==> config.mk <==
export PLATFORM = sky130hd
export DESIGN_NAME = gregorian_date_calendar_query
export DESIGN_NICKNAME = d
export VERILOG_FILES = /design/src/gdcq_pkg.sv /design/src/gregorian_date_calendar_query.sv /design/src/gdcq_quot_stage.sv /design/src/gdcq_calc_stage.sv /design/src/gdcq_out_stage.sv
export SDC_FILE = /design/constraint.sdc
export NUM_CORES = 1
export LEC_CHECK = 0
export BUFFER_PORTS_ARGS = -buffer_cell sky130_fd_sc_hd__buf_2
export CORE_MARGIN = 2
export CORE_UTILIZATION = 64
export DETAILED_ROUTE_END_ITERATION = 8
export PLACE_DENSITY = 0.88
export RECOVER_POWER = 25
export SETUP_SLACK_MARGIN = 0.5
export SYNTH_ARGS = -nofsm -noshare
export SYNTH_HDL_FRONTEND = slang
export SYNTH_SLANG_ARGS = --single-unit
==> constraint.sdc <==
create_clock -name clk -period 13.15 [get_ports clk]
set_input_delay 2.63 -clock clk [delete_from_list [all_inputs] [get_ports clk]]
set_output_delay 2.63 -clock clk [all_outputs]
set_load 0.05 [all_outputs]
==> src/gdcq_pkg.sv <==
// Shared types, constants and calendar tables for the Gregorian date query block.
// Used by every module under src; no dependencies of its own.

package gdcq_pkg;

	// Field widths
	localparam int YEAR_W   = 14;
	localparam int MONTH_W  = 4;
	localparam int DAY_W    = 5;
	localparam int DOW_W    = 3;
	localparam int MEND_W   = 5;
	localparam int YEND_W   = 9;
	localparam int QY_W     = 8;   // year / 100 for a 14-bit year
	localparam int SHY_W    = 15;  // year + 400
	localparam int SUM_W    = 15;  // weekday sum before mod 7
	localparam int IN_TDATA_W  = 24;
	localparam int OUT_TDATA_W = 24;
	localparam int CFG_IDX_W   = 2;
	localparam int CFG_DATA_W  = 7;
	localparam int PROD_W      = 27;

	// year / 100 == (year * 5243) >> 19, exact for year < 16784
	localparam int RECIP_100  = 5243;
	localparam int RECIP_SHFT = 19;

	// Configuration register indexes
	localparam logic [CFG_IDX_W-1:0] CFG_WEEKEND_MASK = 2'd0;
	localparam logic [CFG_IDX_W-1:0] CFG_LAST_DAY     = 2'd1;

	localparam logic [6:0] WEEKEND_MASK_RST = 7'd96;
	localparam logic [2:0] LAST_DAY_RST     = 3'd6;
	localparam logic [2:0] SATURDAY         = 3'd6;

	typedef struct packed {
		logic [DAY_W-1:0]   day;
		logic [MONTH_W-1:0] month;
		logic [YEAR_W-1:0]  year;
	} date_t;

	typedef struct packed {
		logic [6:0] weekend_mask;
		logic [2:0] last_day;
	} cfg_t;

	// After the quotient stage
	typedef struct packed {
		date_t           date;
		logic [QY_W-1:0] qy;
	} quot_t;

	// After the sum stage
	typedef struct packed {
		logic [SUM_W-1:0]  sum;
		logic              invalid;
		logic [MEND_W-1:0] month_end;
		logic [YEND_W-1:0] year_end;
	} calc_t;

	typedef struct packed {
		logic [YEND_W-1:0] days_to_year_end;
		logic [MEND_W-1:0] days_to_month_end;
		logic [DOW_W-1:0]  days_to_week_end;
		logic              is_business_day;
		logic              is_weekend;
		logic              is_end_of_week;
		logic [DOW_W-1:0]  day_of_week;
	} result_t;

	// Days in month; zero for a month code outside 1..12
	function automatic logic [MEND_W-1:0] month_len(input logic [MONTH_W-1:0] month,
		input logic leap);
		logic [MEND_W-1:0] len;
		case (month)
			4'd1, 4'd3, 4'd5, 4'd7, 4'd8, 4'd10, 4'd12: len = 5'd31;
			4'd4, 4'd6, 4'd9, 4'd11:                    len = 5'd30;
			4'd2:    len = leap ? 5'd29 : 5'd28;
			default: len = 5'd0;
		endcase
		return len;
	endfunction

	// Days in the months before this one, common year
	function automatic logic [YEND_W-1:0] days_before(input logic [MONTH_W-1:0] month);
		logic [YEND_W-1:0] d;
		case (month)
			4'd1:    d = 9'd0;
			4'd2:    d = 9'd31;
			4'd3:    d = 9'd59;
			4'd4:    d = 9'd90;
			4'd5:    d = 9'd120;
			4'd6:    d = 9'd151;
			4'd7:    d = 9'd181;
			4'd8:    d = 9'd212;
			4'd9:    d = 9'd243;
			4'd10:   d = 9'd273;
			4'd11:   d = 9'd304;
			4'd12:   d = 9'd334;
			default: d = 9'd0;
		endcase
		return d;
	endfunction

	// (31 * m) / 12 with m the March-based month (Jan, Feb are 11, 12)
	function automatic logic [4:0] month_term(input logic [MONTH_W-1:0] month);
		logic [4:0] t;
		case (month)
			4'd1:    t = 5'd28;
			4'd2:    t = 5'd31;
			4'd3:    t = 5'd2;
			4'd4:    t = 5'd5;
			4'd5:    t = 5'd7;
			4'd6:    t = 5'd10;
			4'd7:    t = 5'd12;
			4'd8:    t = 5'd15;
			4'd9:    t = 5'd18;
			4'd10:   t = 5'd20;
			4'd11:   t = 5'd23;
			4'd12:   t = 5'd25;
			default: t = 5'd0;
		endcase
		return t;
	endfunction

endpackage

==> src/gregorian_date_calendar_query.sv <==
// Top level of the Gregorian date query: input register, configuration registers
// and three pipeline stages. Depends on gdcq_pkg, gdcq_quot_stage,
// gdcq_calc_stage and gdcq_out_stage.
//
//  channel  | direction | handshake              | payload
//  ---------+-----------+------------------------+----------------------------------
//  s_axis   | in        | s_tvalid / s_tready    | s_tdata: year, month, day
//  m_axis   | out       | m_tvalid / m_tready    | m_tdata: week/month/year results
//           |           |                        | m_tuser: date_invalid
//  cfg      | in        | cfg_valid / cfg_ready  | cfg_index, cfg_data
//
// One date per cycle sustained while m_tready stays high; each beat passes the
// input register, quotient stage, sum stage and result register in that order.
// Each stage holds its beat while the next one is full, so stalls on m_tready
// back up one stage at a time. Reset clears the valid bits and loads the
// configuration defaults (weekend Fri/Sat, week ends Saturday). Config is
// always ready.

module gregorian_date_calendar_query (
	input  logic                                 clk,
	input  logic                                 arst_n,
	input  logic                                 s_tvalid,
	output logic                                 s_tready,
	// [13:0] year, [17:14] month, [22:18] day, [23] zero
	input  logic [gdcq_pkg::IN_TDATA_W-1:0]      s_tdata,
	output logic                                 m_tvalid,
	input  logic                                 m_tready,
	// [2:0] day_of_week, [3] is_end_of_week, [4] is_weekend, [5] is_business_day,
	// [8:6] days_to_week_end, [13:9] days_to_month_end, [22:14] days_to_year_end,
	// [23] zero
	output logic [gdcq_pkg::OUT_TDATA_W-1:0]     m_tdata,
	// [0] date_invalid
	output logic                                 m_tuser,
	input  logic                                 cfg_valid,
	output logic                                 cfg_ready,
	input  logic [gdcq_pkg::CFG_IDX_W-1:0]       cfg_index,
	input  logic [gdcq_pkg::CFG_DATA_W-1:0]      cfg_data
);

	gdcq_pkg::date_t   date_s1;
	logic              vld_s1;
	logic              quot_ready;
	logic              quot_valid;
	gdcq_pkg::quot_t   quot;
	logic              calc_ready;
	logic              calc_valid;
	gdcq_pkg::calc_t   calc;
	logic              out_ready_int;
	gdcq_pkg::cfg_t    cfg_q;
	gdcq_pkg::result_t result;

	// Configuration registers
	assign cfg_ready = 1'b1;

	always_ff @(posedge clk or negedge arst_n) begin
		if (!arst_n) begin
			cfg_q.weekend_mask <= gdcq_pkg::WEEKEND_MASK_RST;
			cfg_q.last_day     <= gdcq_pkg::LAST_DAY_RST;
		end else if (cfg_valid && cfg_ready) begin
			case (cfg_index)
				gdcq_pkg::CFG_WEEKEND_MASK: cfg_q.weekend_mask <= cfg_data;
				gdcq_pkg::CFG_LAST_DAY:     cfg_q.last_day     <= cfg_data[2:0];
				default: ;
			endcase
		end
	end

	// Input register
	assign s_tready = !vld_s1 || quot_ready;

	always_ff @(posedge clk or negedge arst_n) begin
		if (!arst_n) begin
			vld_s1 <= 1'b0;
		end else if (s_tready) begin
			vld_s1 <= s_tvalid;
		end
	end

	always_ff @(posedge clk) begin
		if (s_tvalid && s_tready) begin
			date_s1.year  <= s_tdata[13:0];
			date_s1.month <= s_tdata[17:14];
			date_s1.day   <= s_tdata[22:18];
		end
	end

	gdcq_quot_stage u_quot (
		.clk       (clk),
		.arst_n    (arst_n),
		.in_valid  (vld_s1),
		.in_ready  (quot_ready),
		.in_date   (date_s1),
		.out_valid (quot_valid),
		.out_ready (calc_ready),
		.out_quot  (quot)
	);

	gdcq_calc_stage u_calc (
		.clk       (clk),
		.arst_n    (arst_n),
		.in_valid  (quot_valid),
		.in_ready  (calc_ready),
		.in_quot   (quot),
		.out_valid (calc_valid),
		.out_ready (out_ready_int),
		.out_calc  (calc)
	);

	gdcq_out_stage u_out (
		.clk         (clk),
		.arst_n      (arst_n),
		.in_valid    (calc_valid),
		.in_ready    (out_ready_int),
		.in_calc     (calc),
		.cfg         (cfg_q),
		.out_valid   (m_tvalid),
		.out_ready   (m_tready),
		.out_result  (result),
		.out_invalid (m_tuser)
	);

	// Result beat packing
	assign m_tdata = {1'b0, result};

endmodule

==> src/gdcq_quot_stage.sv <==
// Pipeline stage: year / 100 by reciprocal multiply, registered.
// Depends on gdcq_pkg.

module gdcq_quot_stage (
	input  logic           clk,
	input  logic           arst_n,
	input  logic           in_valid,
	output logic           in_ready,
	input  gdcq_pkg::date_t in_date,
	output logic           out_valid,
	input  logic           out_ready,
	output gdcq_pkg::quot_t out_quot
);

	logic [gdcq_pkg::PROD_W-1:0] prod;
	gdcq_pkg::quot_t             quot_s2;
	logic                        vld_s2;

	// Reciprocal multiply, quotient is the top bits
	assign prod = gdcq_pkg::PROD_W'(in_date.year) * gdcq_pkg::PROD_W'(gdcq_pkg::RECIP_100);

	assign in_ready = !vld_s2 || out_ready;

	always_ff @(posedge clk or negedge arst_n) begin
		if (!arst_n) begin
			vld_s2 <= 1'b0;
		end else if (in_ready) begin
			vld_s2 <= in_valid;
		end
	end

	always_ff @(posedge clk) begin
		if (in_valid && in_ready) begin
			quot_s2.date <= in_date;
			quot_s2.qy   <= prod[gdcq_pkg::RECIP_SHFT +: gdcq_pkg::QY_W];
		end
	end

	assign out_valid = vld_s2;
	assign out_quot  = quot_s2;

endmodule

==> src/gdcq_calc_stage.sv <==
// Pipeline stage: leap year, validity, month/year remaining days, weekday sum.
// Depends on gdcq_pkg.

module gdcq_calc_stage (
	input  logic            clk,
	input  logic            arst_n,
	input  logic            in_valid,
	output logic            in_ready,
	input  gdcq_pkg::quot_t in_quot,
	output logic            out_valid,
	input  logic            out_ready,
	output gdcq_pkg::calc_t out_calc
);

	logic [gdcq_pkg::YEAR_W-1:0]  year;
	logic [gdcq_pkg::MONTH_W-1:0] month;
	logic [gdcq_pkg::DAY_W-1:0]   day;
	logic [gdcq_pkg::YEAR_W-1:0]  rem_full;
	logic                         century;
	logic                         leap;
	logic [gdcq_pkg::MEND_W-1:0]  dim;
	logic                         invalid;
	logic                         early;     // January or February
	logic [gdcq_pkg::SHY_W-1:0]   ysh;
	logic [gdcq_pkg::QY_W-1:0]    q100;
	logic [gdcq_pkg::QY_W-1:0]    q400;
	logic [gdcq_pkg::SUM_W-1:0]   sum;
	logic [gdcq_pkg::YEND_W-1:0]  doy;
	logic [gdcq_pkg::YEND_W-1:0]  diy;
	gdcq_pkg::calc_t              nxt;
	gdcq_pkg::calc_t              calc_s3;
	logic                         vld_s3;

	assign year  = in_quot.date.year;
	assign month = in_quot.date.month;
	assign day   = in_quot.date.day;

	// Leap year: year % 100 from the registered quotient
	assign rem_full = year - (gdcq_pkg::YEAR_W'(in_quot.qy) * 14'd100);
	assign century  = (rem_full == '0);
	assign leap     = ((year[1:0] == 2'b00) && !century) ||
	                  (century && (in_quot.qy[1:0] == 2'b00));

	// Validity
	assign dim     = gdcq_pkg::month_len(month, leap);
	assign invalid = (dim == '0) || (day == '0) || (day > dim);

	// Shifted-month weekday sum; y = year + 400 - early
	assign early = (month == 4'd1) || (month == 4'd2);
	assign ysh   = gdcq_pkg::SHY_W'(year) + 15'd400 - gdcq_pkg::SHY_W'(early);
	assign q100  = in_quot.qy + 8'd4 - gdcq_pkg::QY_W'(early && century);
	assign q400  = {2'b00, q100[gdcq_pkg::QY_W-1:2]};
	assign sum   = gdcq_pkg::SUM_W'(day) + ysh + {2'b00, ysh[gdcq_pkg::SHY_W-1:2]}
	             - gdcq_pkg::SUM_W'(q100) + gdcq_pkg::SUM_W'(q400)
	             + gdcq_pkg::SUM_W'(gdcq_pkg::month_term(month));

	// Day of year and days left
	assign doy = gdcq_pkg::days_before(month) + gdcq_pkg::YEND_W'(day)
	           + gdcq_pkg::YEND_W'(leap && (month > 4'd2));
	assign diy = leap ? 9'd366 : 9'd365;

	always_comb begin
		nxt.sum       = sum;
		nxt.invalid   = invalid;
		nxt.month_end = invalid ? '0 : (dim - day + 5'd1);
		nxt.year_end  = invalid ? '0 : (diy - doy + 9'd1);
	end

	assign in_ready = !vld_s3 || out_ready;

	always_ff @(posedge clk or negedge arst_n) begin
		if (!arst_n) begin
			vld_s3 <= 1'b0;
		end else if (in_ready) begin
			vld_s3 <= in_valid;
		end
	end

	always_ff @(posedge clk) begin
		if (in_valid && in_ready) begin
			calc_s3 <= nxt;
		end
	end

	assign out_valid = vld_s3;
	assign out_calc  = calc_s3;

endmodule

==> src/gdcq_out_stage.sv <==
// Output stage: weekday mod 7, week flags from configuration, result register.
// Depends on gdcq_pkg.

module gdcq_out_stage (
	input  logic              clk,
	input  logic              arst_n,
	input  logic              in_valid,
	output logic              in_ready,
	input  gdcq_pkg::calc_t   in_calc,
	input  gdcq_pkg::cfg_t    cfg,
	output logic              out_valid,
	input  logic              out_ready,
	output gdcq_pkg::result_t out_result,
	output logic              out_invalid
);

	logic [5:0]                 fold1;
	logic [3:0]                 fold2;
	logic [2:0]                 fold3;
	logic [gdcq_pkg::DOW_W-1:0] dow;
	logic [2:0]                 last;
	logic                       weekend;
	gdcq_pkg::result_t          nxt;
	gdcq_pkg::result_t          res_q;
	logic                       inv_q;
	logic                       vld_q;

	// mod 7 by summing octal digits (8 == 1 mod 7)
	assign fold1 = 6'(in_calc.sum[2:0]) + 6'(in_calc.sum[5:3]) + 6'(in_calc.sum[8:6])
	             + 6'(in_calc.sum[11:9]) + 6'(in_calc.sum[14:12]);
	assign fold2 = 4'(fold1[2:0]) + 4'(fold1[5:3]);
	assign fold3 = fold2[2:0] + 3'(fold2[3]);
	assign dow   = (fold3 == 3'd7) ? 3'd0 : fold3;

	assign last    = (cfg.last_day > gdcq_pkg::SATURDAY) ? gdcq_pkg::SATURDAY : cfg.last_day;
	assign weekend = cfg.weekend_mask[dow];

	always_comb begin
		nxt = '0;
		if (!in_calc.invalid) begin
			nxt.day_of_week       = dow;
			nxt.is_end_of_week    = (dow == last);
			nxt.is_weekend        = weekend;
			nxt.is_business_day   = !weekend;
			nxt.days_to_week_end  = (last >= dow) ? (last - dow) : (last + 3'd7 - dow);
			nxt.days_to_month_end = in_calc.month_end;
			nxt.days_to_year_end  = in_calc.year_end;
		end
	end

	assign in_ready = !vld_q || out_ready;

	always_ff @(posedge clk or negedge arst_n) begin
		if (!arst_n) begin
			vld_q <= 1'b0;
		end else if (in_ready) begin
			vld_q <= in_valid;
		end
	end

	always_ff @(posedge clk) begin
		if (in_valid && in_ready) begin
			res_q <= nxt;
			inv_q <= in_calc.invalid;
		end
	end

	assign out_valid   = vld_q;
	assign out_result  = res_q;
	assign out_invalid = inv_q;

endmodule

==> flow_metrics.tcl <==
set metrics [dict create \
    outcome "completed" \
    hold_path_class "register to register" \
    max_slew_margin_pct 21.8 \
    drt-vias-per-instance 5.61 \
    wirelength_mm 25.4 \
    synth-edff-count 108 \
    crit_slowest_cell "fa_1" \
    drv_cap 0 \
    slowest_delay_ps 520 \
    endpoint "u_calc.out_calc[29]" \
    critPathLaunch "u_quot.out_quot[1]" \
    synth-adder-area-share_pct 40.0 \
    fillers 1268 \
    drt_first_pass_iters 5 \
    finClkSkew_ps 15.8 \
    synth_mux_area_share_pct 1.62 \
    drt_iter0_markers 483 \
    synth_area_leaders "edfxtp_1, ha_1, fa_1" \
    synth-simple-area-share_pct 7.76 \
    grt_max_degree 32 \
    port_buffers 62 \
    core_um2 19500 \
    place_area_um2 13400 \
    fmax_mhz 101 \
    finalCritPeriodShare_pct 75.4 \
    r2r_cells 36 \
    synthDistinctLibCells 71 \
    final_cells 1526 \
    synth_top_family_by_area "adder cells" \
    clock-sinks 136 \
    syn_area_per_cell_um2 10.9 \
    worstSetupStartpointType "register" \
    clock_latency_ps 450 \
    htreeDepth 4 \
    synth_ff_type "edfxtp_1" \
    cp.depth 36 \
    crit_type "register to register" \
    ios 66 \
    globalRouteOverflowTotal 0 \
    area_growth_pct 9.27 \
    avgRoutedWirePerCell_um 16.6 \
    rows 51 \
    synth_area_um2 12800 \
    finalHoldViolations 0 \
    vias 8556 \
    drv_slew 0 \
    layout-drive-gt1-share_pct 10.0 \
    die_area_um2 21100 \
    synthCells 1178 \
    dp.cells 1493 \
    path_buf_inv 4 \
    finalSetupTns_ps 0 \
    postLayoutCellArea_um2 14000 \
    worst-path-max-fanout 5 \
    drc 0 \
    path_clk_slew_ps 70 \
    track_usage_pct 25.4 \
    final_nets 1629 \
    end_kind "register" \
    period_minus_slack_ps 9910 \
    worstMarginPinSlew_ps 1170 \
    synthArstFlopShare_pct 10.3 \
    post_cts_buffers 0 \
    critPathArrivalTime_ps 10090 \
    start_util_pct 65.5 \
    synth_warnings 0 \
    worst_r2r_startpoint "u_quot.out_quot[1]" \
    die_x_um 145 \
    ctsHoldBuffers 0 \
    r2r_setup_slack_ps 3240 \
    grt_pass1_vias 9328 \
    yosysSeqAreaShare_pct 30.3 \
    setup_violations 0 \
    synth_xor_area_share_pct 4.60 \
    required_ps 13330 \
    ant_nets 0 \
    synth_compound_area_share_pct 7.47 \
    cts-root-buf "clkbuf_16" \
    place.gp.congestion 0.882 \
    dp_hpwl_mm 19.5 \
    die_h_um 145 \
    r2r-end "u_calc.out_calc[29]" \
    antenna_found_initial 1 \
    yosysTopAreaCell "edfxtp_1" \
    cts_max_path_buffers 2 \
    post_cts_resized 0 \
    rsz0062_at_grt "no" \
    ys_ff_latch 136 \
    numCtsBuffers 17 \
    synth_fp_nets 1560 \
    cts_tree "done" \
    grt_pass1_wl_mm 42.8 \
    synth_top_area_share_pct 25.3 \
    hold-path-cell-count 0 \
    cp_top_family "adder cells" \
]
==> synthesized netlist by cell type (18+ instances only) <==
cell type	count
nor3_1	18
fa_1	108
nor2b_1	33
nor2_1	52
nand2_1	45
a21oi_1	41
ha_1	236
inv_1	257
xnor2_1	46
edfxtp_1	108
o21ai_0	32
==> cell usage in the layout, fill, tap and decap left out, types with 16 or more instances in the layout <==
master and count:
a21o_1 16, a21oi_1 41, buf_2 61, clkbuf_16 17, edfxtp_1 108, fa_1 108, ha_1 236, inv_1 257
nand2_1 45, nor2_1 52, nor2b_1 32, nor3_1 18, o21ai_0 32, xnor2_1 46, xor2_1 16
==> metrics by stage <==
step | utilization (%) | setup slack [ps] | hold WS (ps)
floorplan | - | 4080 | 400
global placement | 68.5 | 3440 | 402
detailed placement | 68.5 | 3270 | 412
CTS | 71.6 | 3240 | 427
global route | 71.6 | 2670 | 435
finish | 71.6 | 3240 | 426
==> cells by family (layout without fill, tap and decap cells) <==
group / after synthesis / after routing
DFF: 136 / 136
AOI/OAI and AO/OA: 142 / 142
buffers and inverters: 273 / 355
other: 2 / 3
xor gates and xnor gates: 64 / 64
and+or+nand+nor: 198 / 198
muxes: 19 / 19
adders and majority gates: 344 / 344
==> how the worst min path moves through the flow <==
stage / startpoint / endpoint / slack [ps]
after CTS: date_s1[22] / u_quot.out_quot[30] / 430
after global placement: date_s1[22] / u_quot.out_quot[30] / 400
after floorplan: date_s1[18] / u_quot.out_quot[26] / 400
after detailed placement: date_s1[22] / u_quot.out_quot[30] / 410
final: date_s1[22] / u_quot.out_quot[30] / 430
after global routing: date_s1[21] / u_quot.out_quot[29] / 440
==> metal layers <==
layer  vias up  global-route usage, %  part of all wire [%]  wire length [um]
li1       4040                      -                     -                 -
met2       258                   47.6                    54             13700
met4         0                   11.1                   3.8               962
met1      4173                   28.0                    38              9720
met3        85                   4.95                   4.1              1040
met5         -                      0                     0                 0
==> layout make-up <==
| type | instances | area (um^2) | share of cell area (%) |
|---|---|---|---|
| Tap cell | 265 | 332 | 2.37 |
| Multi-Input combinational cell | 769 | 7870 | 56.3 |
| Inverter | 258 | 968 | 6.93 |
| Antenna cell | 1 | 2.50 | 0.0179 |
| Timing Repair Buffer | 65 | 332 | 2.37 |
| Clock buffer | 17 | 425 | 3.04 |
| Clock inverter | 15 | 175 | 1.25 |
| Sequential cell | 136 | 3880 | 27.7 |
Power is not shown: default switching activity piles up to over one toggle a cycle in this logic, so the estimate is an artifact.
